<file path="src/design/utf8tc_pkg.sv">
`default_nettype none

package utf8tc_pkg;

	// Longest buffer that is judged; later bytes only count for the end marker.
	localparam int MAX_LEN = 512;
	localparam int POS_W   = $clog2(MAX_LEN + 1);

	// Widths of the transaction fields.
	localparam int BYTE_W   = 8;
	localparam int LEN_W    = 10;
	localparam int REASON_W = 3;
	localparam int PEND_W   = 3;

	typedef enum logic [REASON_W-1:0] {
		REASON_CLEAN      = 3'd0,
		REASON_ASCII_IN   = 3'd1,
		REASON_STRAY_CONT = 3'd2,
		REASON_LEAD_IN    = 3'd3,
		REASON_TRUNCATED  = 3'd4
	} reason_t;

	// Decoded view of one byte.
	typedef struct packed {
		logic              is_ascii;
		logic              is_cont;
		logic              is_lead;
		logic [PEND_W-1:0] cont_count;
	} byte_class_t;

	// One finished verdict on a buffer.
	typedef struct packed {
		logic [LEN_W-1:0] usable_length;
		reason_t          cut_reason;
	} verdict_t;

endpackage

`default_nettype wire

</file>
<file path="src/design/utf8tc_track.sv">
`default_nettype none

module utf8tc_track import utf8tc_pkg::*; (
	input  wire logic        clk,
	input  wire logic        arst_n,
	input  wire logic        step,
	input  wire logic        last_byte,
	input  wire byte_class_t cls,
	output verdict_t         verdict
);

	logic [PEND_W-1:0] pend_q, pend_n;
	logic [POS_W-1:0]  start_q, start_n;
	logic [POS_W-1:0]  pos_q, pos_n;
	logic              err_q, err_n;
	logic [POS_W-1:0]  cut_len_q, cut_len_n;
	reason_t           cut_code_q, cut_code_n;
	logic              take;

	// Bytes after the first error or past the length limit leave the state alone.
	assign take = ~err_q & (pos_q < POS_W'(MAX_LEN));

	always_comb begin
		pend_n     = pend_q;
		start_n    = start_q;
		pos_n      = pos_q;
		err_n      = err_q;
		cut_len_n  = cut_len_q;
		cut_code_n = cut_code_q;
		if (take) begin
			pos_n = pos_q + POS_W'(1);
			if (cls.is_ascii) begin
				if (pend_q != '0) begin
					err_n      = 1'b1;
					cut_len_n  = start_q;
					cut_code_n = REASON_ASCII_IN;
				end
			end else if (cls.is_cont) begin
				if (pend_q != '0) begin
					pend_n = pend_q - PEND_W'(1);
				end else begin
					err_n      = 1'b1;
					cut_len_n  = pos_q;
					cut_code_n = REASON_STRAY_CONT;
				end
			end else if (cls.is_lead) begin
				if (pend_q == '0) begin
					start_n = pos_q;
					pend_n  = cls.cont_count;
				end else begin
					err_n      = 1'b1;
					cut_len_n  = start_q;
					cut_code_n = REASON_LEAD_IN;
				end
			end
		end
	end

	always_comb begin
		if (err_n) begin
			verdict.usable_length = LEN_W'(cut_len_n);
			verdict.cut_reason    = cut_code_n;
		end else if (pend_n != '0) begin
			verdict.usable_length = LEN_W'(start_n);
			verdict.cut_reason    = REASON_TRUNCATED;
		end else begin
			verdict.usable_length = LEN_W'(pos_n);
			verdict.cut_reason    = REASON_CLEAN;
		end
	end

	// The final byte of a buffer returns everything to the reset state.
	always_ff @(posedge clk or negedge arst_n) begin
		if (!arst_n) begin
			pend_q     <= '0;
			start_q    <= '0;
			pos_q      <= '0;
			err_q      <= 1'b0;
			cut_len_q  <= '0;
			cut_code_q <= REASON_CLEAN;
		end else if (step) begin
			if (last_byte) begin
				pend_q     <= '0;
				start_q    <= '0;
				pos_q      <= '0;
				err_q      <= 1'b0;
				cut_len_q  <= '0;
				cut_code_q <= REASON_CLEAN;
			end else begin
				pend_q     <= pend_n;
				start_q    <= start_n;
				pos_q      <= pos_n;
				err_q      <= err_n;
				cut_len_q  <= cut_len_n;
				cut_code_q <= cut_code_n;
			end
		end
	end

endmodule

`default_nettype wire

</file>
<file path="config.mk">
export PLATFORM = sky130hd
export DESIGN_NAME = utf8tc_track
export DESIGN_NICKNAME = d
export VERILOG_FILES = /design/src/design/utf8tc_pkg.sv /design/src/design/utf8tc_track.sv
export SDC_FILE = /design/constraint.sdc
export NUM_CORES = 1
export LEC_CHECK = 0
export BUFFER_PORTS_ARGS = -buffer_cell sky130_fd_sc_hd__clkbuf_2
export CAP_MARGIN = 20
export CORE_ASPECT_RATIO = 2
export CORE_UTILIZATION = 23
export DETAILED_ROUTE_END_ITERATION = 10
export HOLD_SLACK_MARGIN = 0.15
export PLACE_DENSITY = 0.38
export SLEW_MARGIN = 20
export SYNTH_ARGS = -nofsm -noshare
export SYNTH_HDL_FRONTEND = slang
export SYNTH_SLANG_ARGS = --single-unit
</file>
<file path="constraint.sdc">
create_clock -name clk -period 2.54 [get_ports clk]
set_input_delay 0.127 -clock clk [delete_from_list [all_inputs] [get_ports clk]]
set_output_delay 0.127 -clock clk [all_outputs]
set_load 0.02 [all_outputs]
</file>
==> results.json <==
{
  "seq_area_um2": 928.4,
  "die-height_um": 156.7,
  "tritoncts": "yes",
  "hpwl_um": 8013,
  "drcViolationCount": 0,
  "hold_class": "input port to register",
  "cp_max_fo": 8,
  "route.vias.total": 2868,
  "hold_path_depth": 3,
  "io_buffers": 22,
  "synth_nets": 332,
  "via_per_inst": 5.381,
  "violations": "setup timing",
  "rows": 56,
  "grt_pass1_wl_um": 17640,
  "synth_ff_type": "dfrtp_1",
  "rsz0062_at_grt": "yes",
  "cts_made_buffers": 5,
  "synth.distinct_cells": 53,
  "yosysWarnings": 0,
  "core-area_um2": 11700,
  "die_w_um": 79.34,
  "final_util": 0.3550,
  "avgSynthCellArea_um2": 8.652,
  "htree_num_levels": 2,
  "syn_area_um2": 2751,
  "crit_type": "register to output pin",
  "nets": 401,
  "clock_sink_count": 37,
  "fin_crit_sh": 1.061,
  "grt-ovfl-total": 0,
  "grt_usage": 0.1951,
  "final.min_clock_period_ns": 2.696,
  "r2r_cells": 11,
  "place_ws_ns": -0.07597,
  "critical_path_arrival_ns": 2.57,
  "diodes": 0,
  "min_to": "cut_len_q[7]$_DFFE_PN0P_",
  "seq_area_frac_synth": 0.3365,
  "multiInputGateArea_um2": 1917,
  "ant_nets": 0,
  "final_cell_area_um2": 4154,
  "gp_congestion": 0.8249,
  "worst_hold_slack_ns": 0.2385,
  "r2r-end": "cut_len_q[7]$_DFFE_PN0P_",
  "startpoint_type": "register",
  "clockPowerShare": 0.230,
  "worstMarginPinSlew_ns": 0.9481,
  "wirelength_um": 11280,
  "setup_ws_ns": -0.1558,
  "hold_viol": 0,
  "n_fill_cell": 1161,
  "area_growth_pct": 50.98,
  "relSlewSlack": 0.3680,
  "status": "finished, violations left",
  "skew_ns": 0.009412,
  "r2r_start": "pend_q[0]$_DFFE_PN0P_",
  "internal_power_w": 0.002055,
  "die_area_um2": 12430,
  "power_frac_comb": 0.553,
  "slew_viol_final": 0,
  "clockBufferDepth": 2,
  "clk_pin_slew_ns": 0.06,
  "rrSetupSlack_ns": 0.18,
  "drive_gt1_frac": 0.4098,
  "p_switching_w": 0.001245,
  "synth-edff-count": 0,
  "async_reset_ff_frac": 1.000,
  "start_util": 0.2351,
  "clk_latency_ns": 0.29,
  "setup_viol": 11,
  "routedWlPerCell_um": 21.17,
  "pin_count": 23,
  "drtPass1Iterations": 4,
  "cts_root_buf": "clkbuf_16",
  "netlist_instances": 318,
  "grt_pass1_vias": 3119,
  "hold_path_startpoint": "step",
  "crit_path_end_kind": "output pin",
  "power_frac_seq": 0.217,
  "peakVddDrop_uv": 416.6,
  "leakage_nw": 1.742,
  "grt_max_degree": 38,
  "max_freq_ghz": 0.3709,
  "switching_share": 0.3773,
  "drtIter0Drc": 202,
  "timing.max_cap.violations": 0,
  "grt_antenna_before_repair": 0,
  "place_area_um2": 3301,
  "worstPathRequired_ns": 2.41,
  "powerDensity_nw_per_um2": 794.5,
  "ys_seq_elements": 37
}
[repair_timing]
item / in CTS / in global routing
setup endpoints to repair: 12 / 12
gates cloned: 2 / 1
hold endpoints to repair: 37 / 0
setup buffers: 11 / 8
hold buffers: 1 / 0
resized for setup: 79 / 28
pin swaps: 10 / 9
[worst max-delay path, cell delays in order, from the launching register on]
cell and delay, ns:
dfrtp_1 0.39, inv_2 0.08, ha_4 0.15, ha_4 0.19
inv_2 0.06, o21a_1 0.18, o221a_1 0.27, buf_6 0.14
buf_4 0.16, o311ai_4 0.32, o221ai_4 0.17, buf_8 0.16
[cells by family (layout without fill, tap and decap cells)]
family | Yosys count | in the layout | synth area share
mux | 11 | 11 | 0.04866
fa+ha+maj | 4 | 4 | 0.01819
simple gates | 87 | 87 | 0.1746
buf+inv | 52 | 122 | 0.08049
flops | 37 | 37 | 0.3365
xor+xnor | 8 | 8 | 0.02547
compound gates | 119 | 119 | 0.3160
[placed cells by master, fill, tap and decap left out, types with 10 or more instances in the layout]
master and n:
nand2_1 20, o21ai_0 20, a22o_1 14, o22ai_1 10, buf_4 59, dfrtp_1 35
o2bb2ai_1 10, inv_1 17, nor3_1 20
[state kept, by name, indices dropped and copies added, names as in the netlist]
register,count
cut_len_q,10
pend_q,3
cut_code_q,3
start_q,10
pos_q,10
err_q,1
[synth_stat cells, types with 3 or more instances]
cell / n / area [um^2]
nand2_1: 24 / 90.09
a22oi_1: 10 / 75.07
o2bb2ai_1: 10 / 87.58
buf_2: 6 / 30.03
a22o_1: 15 / 131.4
o22ai_1: 10 / 62.56
nor3_1: 22 / 110.1
clkbuf_1: 20 / 75.07
o221ai_1: 9 / 78.83
o21ai_0: 20 / 100.1
o21a_1: 3 / 22.52
dfrtp_1: 37 / 925.9
o31ai_1: 3 / 22.52
nor2_1: 10 / 37.54
a21oi_1: 11 / 55.05
inv_1: 20 / 75.07
o311ai_0: 10 / 87.58
and2_1: 3 / 18.77
buf_1: 3 / 11.26
xnor2_1: 6 / 52.55
ha_1: 4 / 50.05
mux2_2: 9 / 101.4
o211ai_1: 9 / 67.56
nand3_1: 3 / 15.01
or3_1: 6 / 37.54
[through the flow]
stage / instances / TNS [ns] / total power [W]
2_1_floorplan: 318 / 0 / 0.001381
3_3_place_gp: 503 / -0.2335 / 0.001912
3_5_place_dp: 503 / -0.4478 / 0.001921
4_1_cts: 524 / -1.345 / 0.003169
5_1_grt: 533 / -2.397 / 0.003461
6_report: 533 / -1.353 / 0.003300
[final cells by class]
type,instances,area share
Multi-Input combinational cell,229,0.4614
Sequential cell,37,0.2235
Timing Repair Buffer,94,0.2117
Tap cell,145,0.04367
Clock buffer,7,0.03434
Inverter,20,0.01807
Clock inverter,1,0.007229
[power groups by stage]
stage	Sequential, W	Clock [W]	Combinational [W]
2_1_floorplan	0.000700	0	0.000682
3_5_place_dp	0.000724	0	0.00120
3_3_place_gp	0.000725	0	0.00119
4_1_cts	0.000717	0.000780	0.00167
6_report	0.000717	0.000759	0.00182
5_1_grt	0.000729	0.000792	0.00194
[how the worst max path moves through the flow]
stage	start	to	slack, ns	cells past startpoint
final	pend_q[0]$_DFFE_PN0P_	verdict[4]	-0.16	11
after detailed placement	pend_q[0]$_DFFE_PN0P_	verdict[4]	-0.08	10
after global routing	pend_q[0]$_DFFE_PN0P_	verdict[4]	-0.24	11
after floorplan	pend_q[0]$_DFFE_PN0P_	verdict[10]	0.05	10
after global placement	pend_q[0]$_DFFE_PN0P_	verdict[6]	-0.06	12
after CTS	pend_q[1]$_DFFE_PN0P_	verdict[6]	-0.15	12
[metal layers]
layer  wire length [um]  vias to the layer above  global-route usage
met4                443                        0              0.1368
li1                   -                     1348                   -
met3                349                       27             0.02507
met5                  0                        -                   0
met1               4144                     1420              0.2009
met2               6344                       73              0.3543
Power figures use the tool's default switching activity.
