===== src/design/utf8tc_pkg.sv =====
`default_nettype none

package utf8tc_pkg;

	// Longest buffer that is judged; later bytes only count for the end marker.
	localparam int MAX_LEN = 512;
	localparam int POS_W   = $clog2(MAX_LEN + 1);

	// Widths of the transaction fields.
	localparam int BYTE_W   = 8;
	localparam int LEN_W    = 10;
	localparam int REASON_W = 3;
	localparam int PEND_W   = 3;

	typedef enum logic [REASON_W-1:0] {
		REASON_CLEAN      = 3'd0,
		REASON_ASCII_IN   = 3'd1,
		REASON_STRAY_CONT = 3'd2,
		REASON_LEAD_IN    = 3'd3,
		REASON_TRUNCATED  = 3'd4
	} reason_t;

	// Decoded view of one byte.
	typedef struct packed {
		logic              is_ascii;
		logic              is_cont;
		logic              is_lead;
		logic [PEND_W-1:0] cont_count;
	} byte_class_t;

	// One finished verdict on a buffer.
	typedef struct packed {
		logic [LEN_W-1:0] usable_length;
		reason_t          cut_reason;
	} verdict_t;

endpackage

`default_nettype wire


===== src/design/utf8tc_classify.sv =====
`default_nettype none

module utf8tc_classify import utf8tc_pkg::*; (
	input  wire logic [BYTE_W-1:0] data_byte,
	output byte_class_t            cls
);

	// A lead byte expects one continuation fewer than its leading ones.
	// Eight leading ones give seven, which still fits the three-bit count.
	// The count only matters for lead bytes, whose top two bits are ones.
	always_comb begin
		cls.is_ascii = ~data_byte[7];
		cls.is_cont  = (data_byte[7:6] == 2'b10);
		cls.is_lead  = (data_byte[7:6] == 2'b11);
		if (!data_byte[5]) begin
			cls.cont_count = 3'd1;
		end else if (!data_byte[4]) begin
			cls.cont_count = 3'd2;
		end else if (!data_byte[3]) begin
			cls.cont_count = 3'd3;
		end else if (!data_byte[2]) begin
			cls.cont_count = 3'd4;
		end else if (!data_byte[1]) begin
			cls.cont_count = 3'd5;
		end else if (!data_byte[0]) begin
			cls.cont_count = 3'd6;
		end else begin
			cls.cont_count = 3'd7;
		end
	end

endmodule

`default_nettype wire


===== config.mk =====
export PLATFORM = sky130hd
export DESIGN_NAME = utf8tc_classify
export DESIGN_NICKNAME = d
export VERILOG_FILES = /design/src/design/utf8tc_pkg.sv /design/src/design/utf8tc_classify.sv
export SDC_FILE = /design/constraint.sdc
export NUM_CORES = 1
export LEC_CHECK = 0
export BUFFER_PORTS_ARGS = -buffer_cell sky130_fd_sc_hd__buf_4
export CAP_MARGIN = 0
export CORE_AREA = 2 2 39 41
export DETAILED_ROUTE_END_ITERATION = 12
export DIE_AREA = 0 0 41 43
export PLACE_DENSITY = 0.37
export SYNTH_ARGS = -nofsm -noshare
export SYNTH_HDL_FRONTEND = slang
export SYNTH_SLANG_ARGS = --single-unit

===== constraint.sdc =====
create_clock -name vclk -period 0.8
set_input_delay 0.08 -clock vclk [all_inputs]
set_output_delay 0.08 -clock vclk [all_outputs]
set_load 0.01 [all_outputs]

==> results of run 1 <==
[cells in the mapped netlist (all sizes together)]
cell	count	area (µm²)
nor2b	1	6.26
nor2	1	3.75
a31oi	1	6.26
inv	3	11.3
nand2	2	7.51
and3	1	7.51
and2	1	6.26
o221ai	1	8.76
[metrics by stage]
stage	worst slack, ns	power, mW	utilization	std cells
after floorplan	0.278	0.0263	-	11
after global placement	0.0700	0.0901	0.132	41
after detailed placement	0.0834	0.0889	0.132	41
after CTS	0.0831	0.0891	0.132	41
after global routing	0.0638	0.0976	0.132	41
final	0.0901	0.0877	0.132	41
[layout make-up]
cell class	count	area, µm²	share of cell area
Tap cell	16	20.0	0.110
Timing Repair Buffer	14	105	0.575
Multi-Input combinational cell	8	46.3	0.253
Inverter	3	11.3	0.0616
[routing by layer]
metal	global-route usage	share of wire	vias to the layer above
li1	-	-	64
met2	0.0375	0.32	9
met1	0.0506	0.41	51
met5	0	0	-
met4	0	0	0
met3	0.0105	0.27	0
[cell families (layout without fill, tap and decap cells)]
logic type	Yosys count	in the layout
AOI/OAI and AO/OA	2	2
buffers and inverters	3	17
and+or+nand+nor	6	6
[cell usage in the layout (no fill, tap or decap)]
cell type  synthesis  final
nor2b_1            1      1
and2_1             1      1
and3_2             1      1
a31oi_1            1      1
inv_1              3      3
nand2_1            2      2
o221ai_1           1      1
nor2_1             1      1
buf_4              0     14
[power by group through the flow]
stage	clock (mW)	sequential, mW	combinational, mW
floorplan	0	0	0.0263
global placement	0	0	0.0901
detailed placement	0	0	0.0889
CTS	0	0	0.0891
global route	0	0	0.0976
finish	0	0	0.0877
[final timing paths]
| path | end | slack, ns | cells past startpoint |
|---|---|---|---|
| worst max-delay path | cls[0] | 0.09 | 4 |
| worst min-delay path | cls[4] | 0.40 | 3 |
==> flow_summary.toml, run 1 <==
[sta]
worstMarginPinSlew_ns = 0.172
rsz0062_at_grt = "false"
max_freq_mhz = 1410
fin_setup_tns_ns = 0
holdWs_ns = 0.397
fin_crit_sh = 0.887
hold_viol = 0
setup_violations = 0
slew_headroom = 0.885
slew_viol_final = 0
min_period_ns = 0.710

[layout]
final_nets = 35
num-clock-buffers = 0
drive_above_1_share = 0.600
area_growth_pct = 217
seqCellArea_um2 = 0
n_fill_cell = 169
nFlopsAndLatches = 0
final_area_um2 = 183
antennaDiodeCount = 0

[synth]
avgSynthCellArea_um2 = 5.23
synth-simple-area-share = 0.543
synth.distinct_cells = 8
synthMuxAreaShare = 0
synth_nets = 19
synth_top_family_by_area = "simple AND/OR/NAND/NOR gates"
synth-adder-area-share = 0
ys_seq_area_frac = 0
yosys_warnings = 0
netlist_area_um2 = 57.6
synth_xor_area_frac = 0
synth_compound_area_frac = 0.261
syn_inst = 11

[route]
ant_nets = 0
vias = 124
wire_per_inst_um = 6.78
drc = 0
viasPerCell = 3.02
routed_wl_um = 278
drt-initial-drc-count = 2
first_pass_iters = 4

[pwr]
pwr-share-seq = 0
p_int_mw = 0.0541
power_frac_clock = 0
p_comb_frac = 1.000
p_leak_nw = 0.103
vdd_ir_drop_max_v = 0.0000782
p_sw_mw = 0.0336
swShare = 0.383
p_per_area_nw_per_um2 = 480

[run_status]
status = "complete, no violations"

[global_route]
antenna_found_initial = 0
grt_pass1_wl_um = 407
grt_start_max_net_pins = 5
grt_usage = 0.0300
grt_pass1_vias = 100
grt-ovfl-total = 0

[setup_path]
critPathBufInv = 2
path_common_cell = "buf_4"
cp_top_family = "buffers and inverters"
start_kind = "primary input"
cpPeakStageDelay_ns = 0.16
worstSetupEndpointType = "primary output"
cp_max_fo = 2
path_class = "in2out"
cp.required_ns = 0.72
worstPathArrival_ns = 0.63
crit_start = "data_byte[1]"
slowest_stage = "o221ai_1"
crit_chain = "buf_4 > nor2b_1 > o221ai_1 > buf_4"

[min_path]
min_from = "data_byte[6]"
hp-class = "in2out"

[clock_network]
ctsResizeCount = 0
cts_setup_buffers = 0
cts-hold-fix-buffers = 0

[floorplan]
initial_core_util = 0.0416
die_w_um = 41
die-area_um2 = 1760
dieHeight_um = 43
core_area_um2 = 1380
placementRows = 14
pin_count = 14

[job]
max_cap_viol_count = 0

[placement]
io_buffer_count = 14
dpl_cell_area_um2 = 183
gp_congestion = 0.495
Power figures use the tool's default switching activity.
==> run 2, diff against run 1 <==
--- a/config.mk
+++ b/config.mk
@@ -5,11 +5,12 @@
 export SDC_FILE = /design/constraint.sdc
 export NUM_CORES = 1
 export LEC_CHECK = 0
+export ABC_AREA = 1
 export BUFFER_PORTS_ARGS = -buffer_cell sky130_fd_sc_hd__buf_4
 export CAP_MARGIN = 0
-export CORE_AREA = 2 2 39 41
+export CORE_AREA = 5 5 42 44
 export DETAILED_ROUTE_END_ITERATION = 12
-export DIE_AREA = 0 0 41 43
+export DIE_AREA = 0 0 47 49
 export PLACE_DENSITY = 0.37
 export SYNTH_ARGS = -nofsm -noshare
 export SYNTH_HDL_FRONTEND = slang
==> run 2 against run 1 <==
Against the previous run: largest cell class unchanged; maximum frequency grew 5.9%; synthesized cell count is 36% higher; highest routed layer unchanged; design area is the same; via count grew 2.4%; hold slack gained 0.0096 ns; largest power group unchanged; first-iteration DRC count is the same.
==> flow_summary.toml, run 2 <==
[setup_path]
worstPathArrival_ns = 0.59
cp_max_fo = 1
cp.required_ns = 0.72
start_kind = "primary input"
path_class = "in2out"
worstSetupEndpointType = "primary output"

[synth]
netlist_area_um2 = 57.6
yosys.area.top_type_share = 0.457
avgSynthCellArea_um2 = 3.84
synth.distinct_cells = 4
synth_nets = 23
synthTopCellsByCount = "nand2_1 (7), inv_1 (4), nor2_1 (3)"
syn_inst = 15
ys_seq_area_frac = 0
synth_top_area_cell = "nand2_1"
synth.most_common_cell = "nand2_1"
yosys_warnings = 0
synth_area_leaders = "nand2_1 (46%), inv_1 (26%), nor2_1 (20%), a21oi_1 (8.7%)"

[global_route]
grt_usage = 0.0218
grt_pass1_vias = 112
grt_pass1_wl_um = 407
antenna_found_initial = 0
grt-ovfl-total = 0
grt_start_max_net_pins = 3

[layout]
final_area_um2 = 183
final_nets = 39
num-clock-buffers = 0
seqCellArea_um2 = 0
n_fill_cell = 172
fin_util = 0.130
final_cell_mix = "buf_4 (14), nand2_1 (7), inv_1 (4)"
area_growth_pct = 217
final_cells = 45
drive_above_1_share = 0.483
final_common_cell = "buf_4"
nFlopsAndLatches = 0
antennaDiodeCount = 0

[pwr]
p_comb_frac = 1.000
p_int_mw = 0.0523
power_frac_clock = 0
p_per_area_nw_per_um2 = 478
vdd_ir_drop_max_v = 0.0000683
p_leak_nw = 0.118
pwr-share-seq = 0
power_mw = 0.0874
swShare = 0.401
p_sw_mw = 0.0350

[placement]
io_buffer_count = 14
dpl_cell_area_um2 = 183
pre_cts_ws_ns = 0.123
placed_cells = 45
hpwl_um = 260
gp_congestion = 0.610

[clock_network]
cts-hold-fix-buffers = 0
cts_setup_buffers = 0
ctsResizeCount = 0

[route]
routed_wl_um = 272
vias = 127
wire_per_inst_um = 6.04
first_pass_iters = 2
drt-initial-drc-count = 2
ant_nets = 0
drc = 0
viasPerCell = 2.82

[sta]
slew_headroom = 0.929
max_freq_mhz = 1490
min_period_ns = 0.670
setup_slack_ns = 0.130
fin_setup_tns_ns = 0
holdWs_ns = 0.407
fin_crit_sh = 0.837
hold_viol = 0
worstMarginPinSlew_ns = 0.107
setup_violations = 0
rsz0062_at_grt = "false"
slew_viol_final = 0

[run_status]
status = "complete, no violations"

[floorplan]
die-area_um2 = 2300
die_w_um = 47
core_area_um2 = 1400
pin_count = 14
dieHeight_um = 49
placementRows = 14
initial_core_util = 0.0411

[min_path]
hp-class = "in2out"
hold_depth = 3

[job]
max_cap_viol_count = 0
run 2: final timing paths:
check,start,endpoint,slack [ns]
max,data_byte[0],cls[0],0.13
min,data_byte[6],cls[4],0.41
run 2: area by class of cell:
class	count	area (µm²)	share of cell area
Timing Repair Buffer	14	105	0.575
Inverter	4	15.0	0.0822
Multi-Input combinational cell	11	42.5	0.233
Tap cell	16	20.0	0.110
run 2: cell families (layout without fill, tap and decap cells):
group | count (synthesis) | in the layout | synth area share
AO/OA/AOI/OAI | 1 | 1 | 0.0869
AND/OR/NAND/NOR | 10 | 10 | 0.652
buffers and inverters | 4 | 18 | 0.261
run 2: layer usage:
metal	share of wire	vias up	routed length, µm	GRT usage
li1	-	71	-	-
met1	0.28	53	76	0.0217
met2	0.60	3	162	0.0452
met3	0.12	0	32	0.00369
met4	0	0	0	0
met5	0	-	0	0
run 2: critical path: stages:
cell and delay (ns):
buf_4 0.11, inv_1 0.04, nand2_1 0.04, nand2_1 0.05, nand2_1 0.04, nand2_1 0.05
nand2_1 0.05, buf_4 0.13
run 2: power by group through the flow:
| stage | combinational (mW) | clock, mW | sequential [mW] |
|---|---|---|---|
| floorplan | 0.0280 | 0 | 0 |
| global placement | 0.0895 | 0 | 0 |
| detailed placement | 0.0886 | 0 | 0 |
| CTS | 0.0890 | 0 | 0 |
| global route | 0.0968 | 0 | 0 |
| finish | 0.0874 | 0 | 0 |
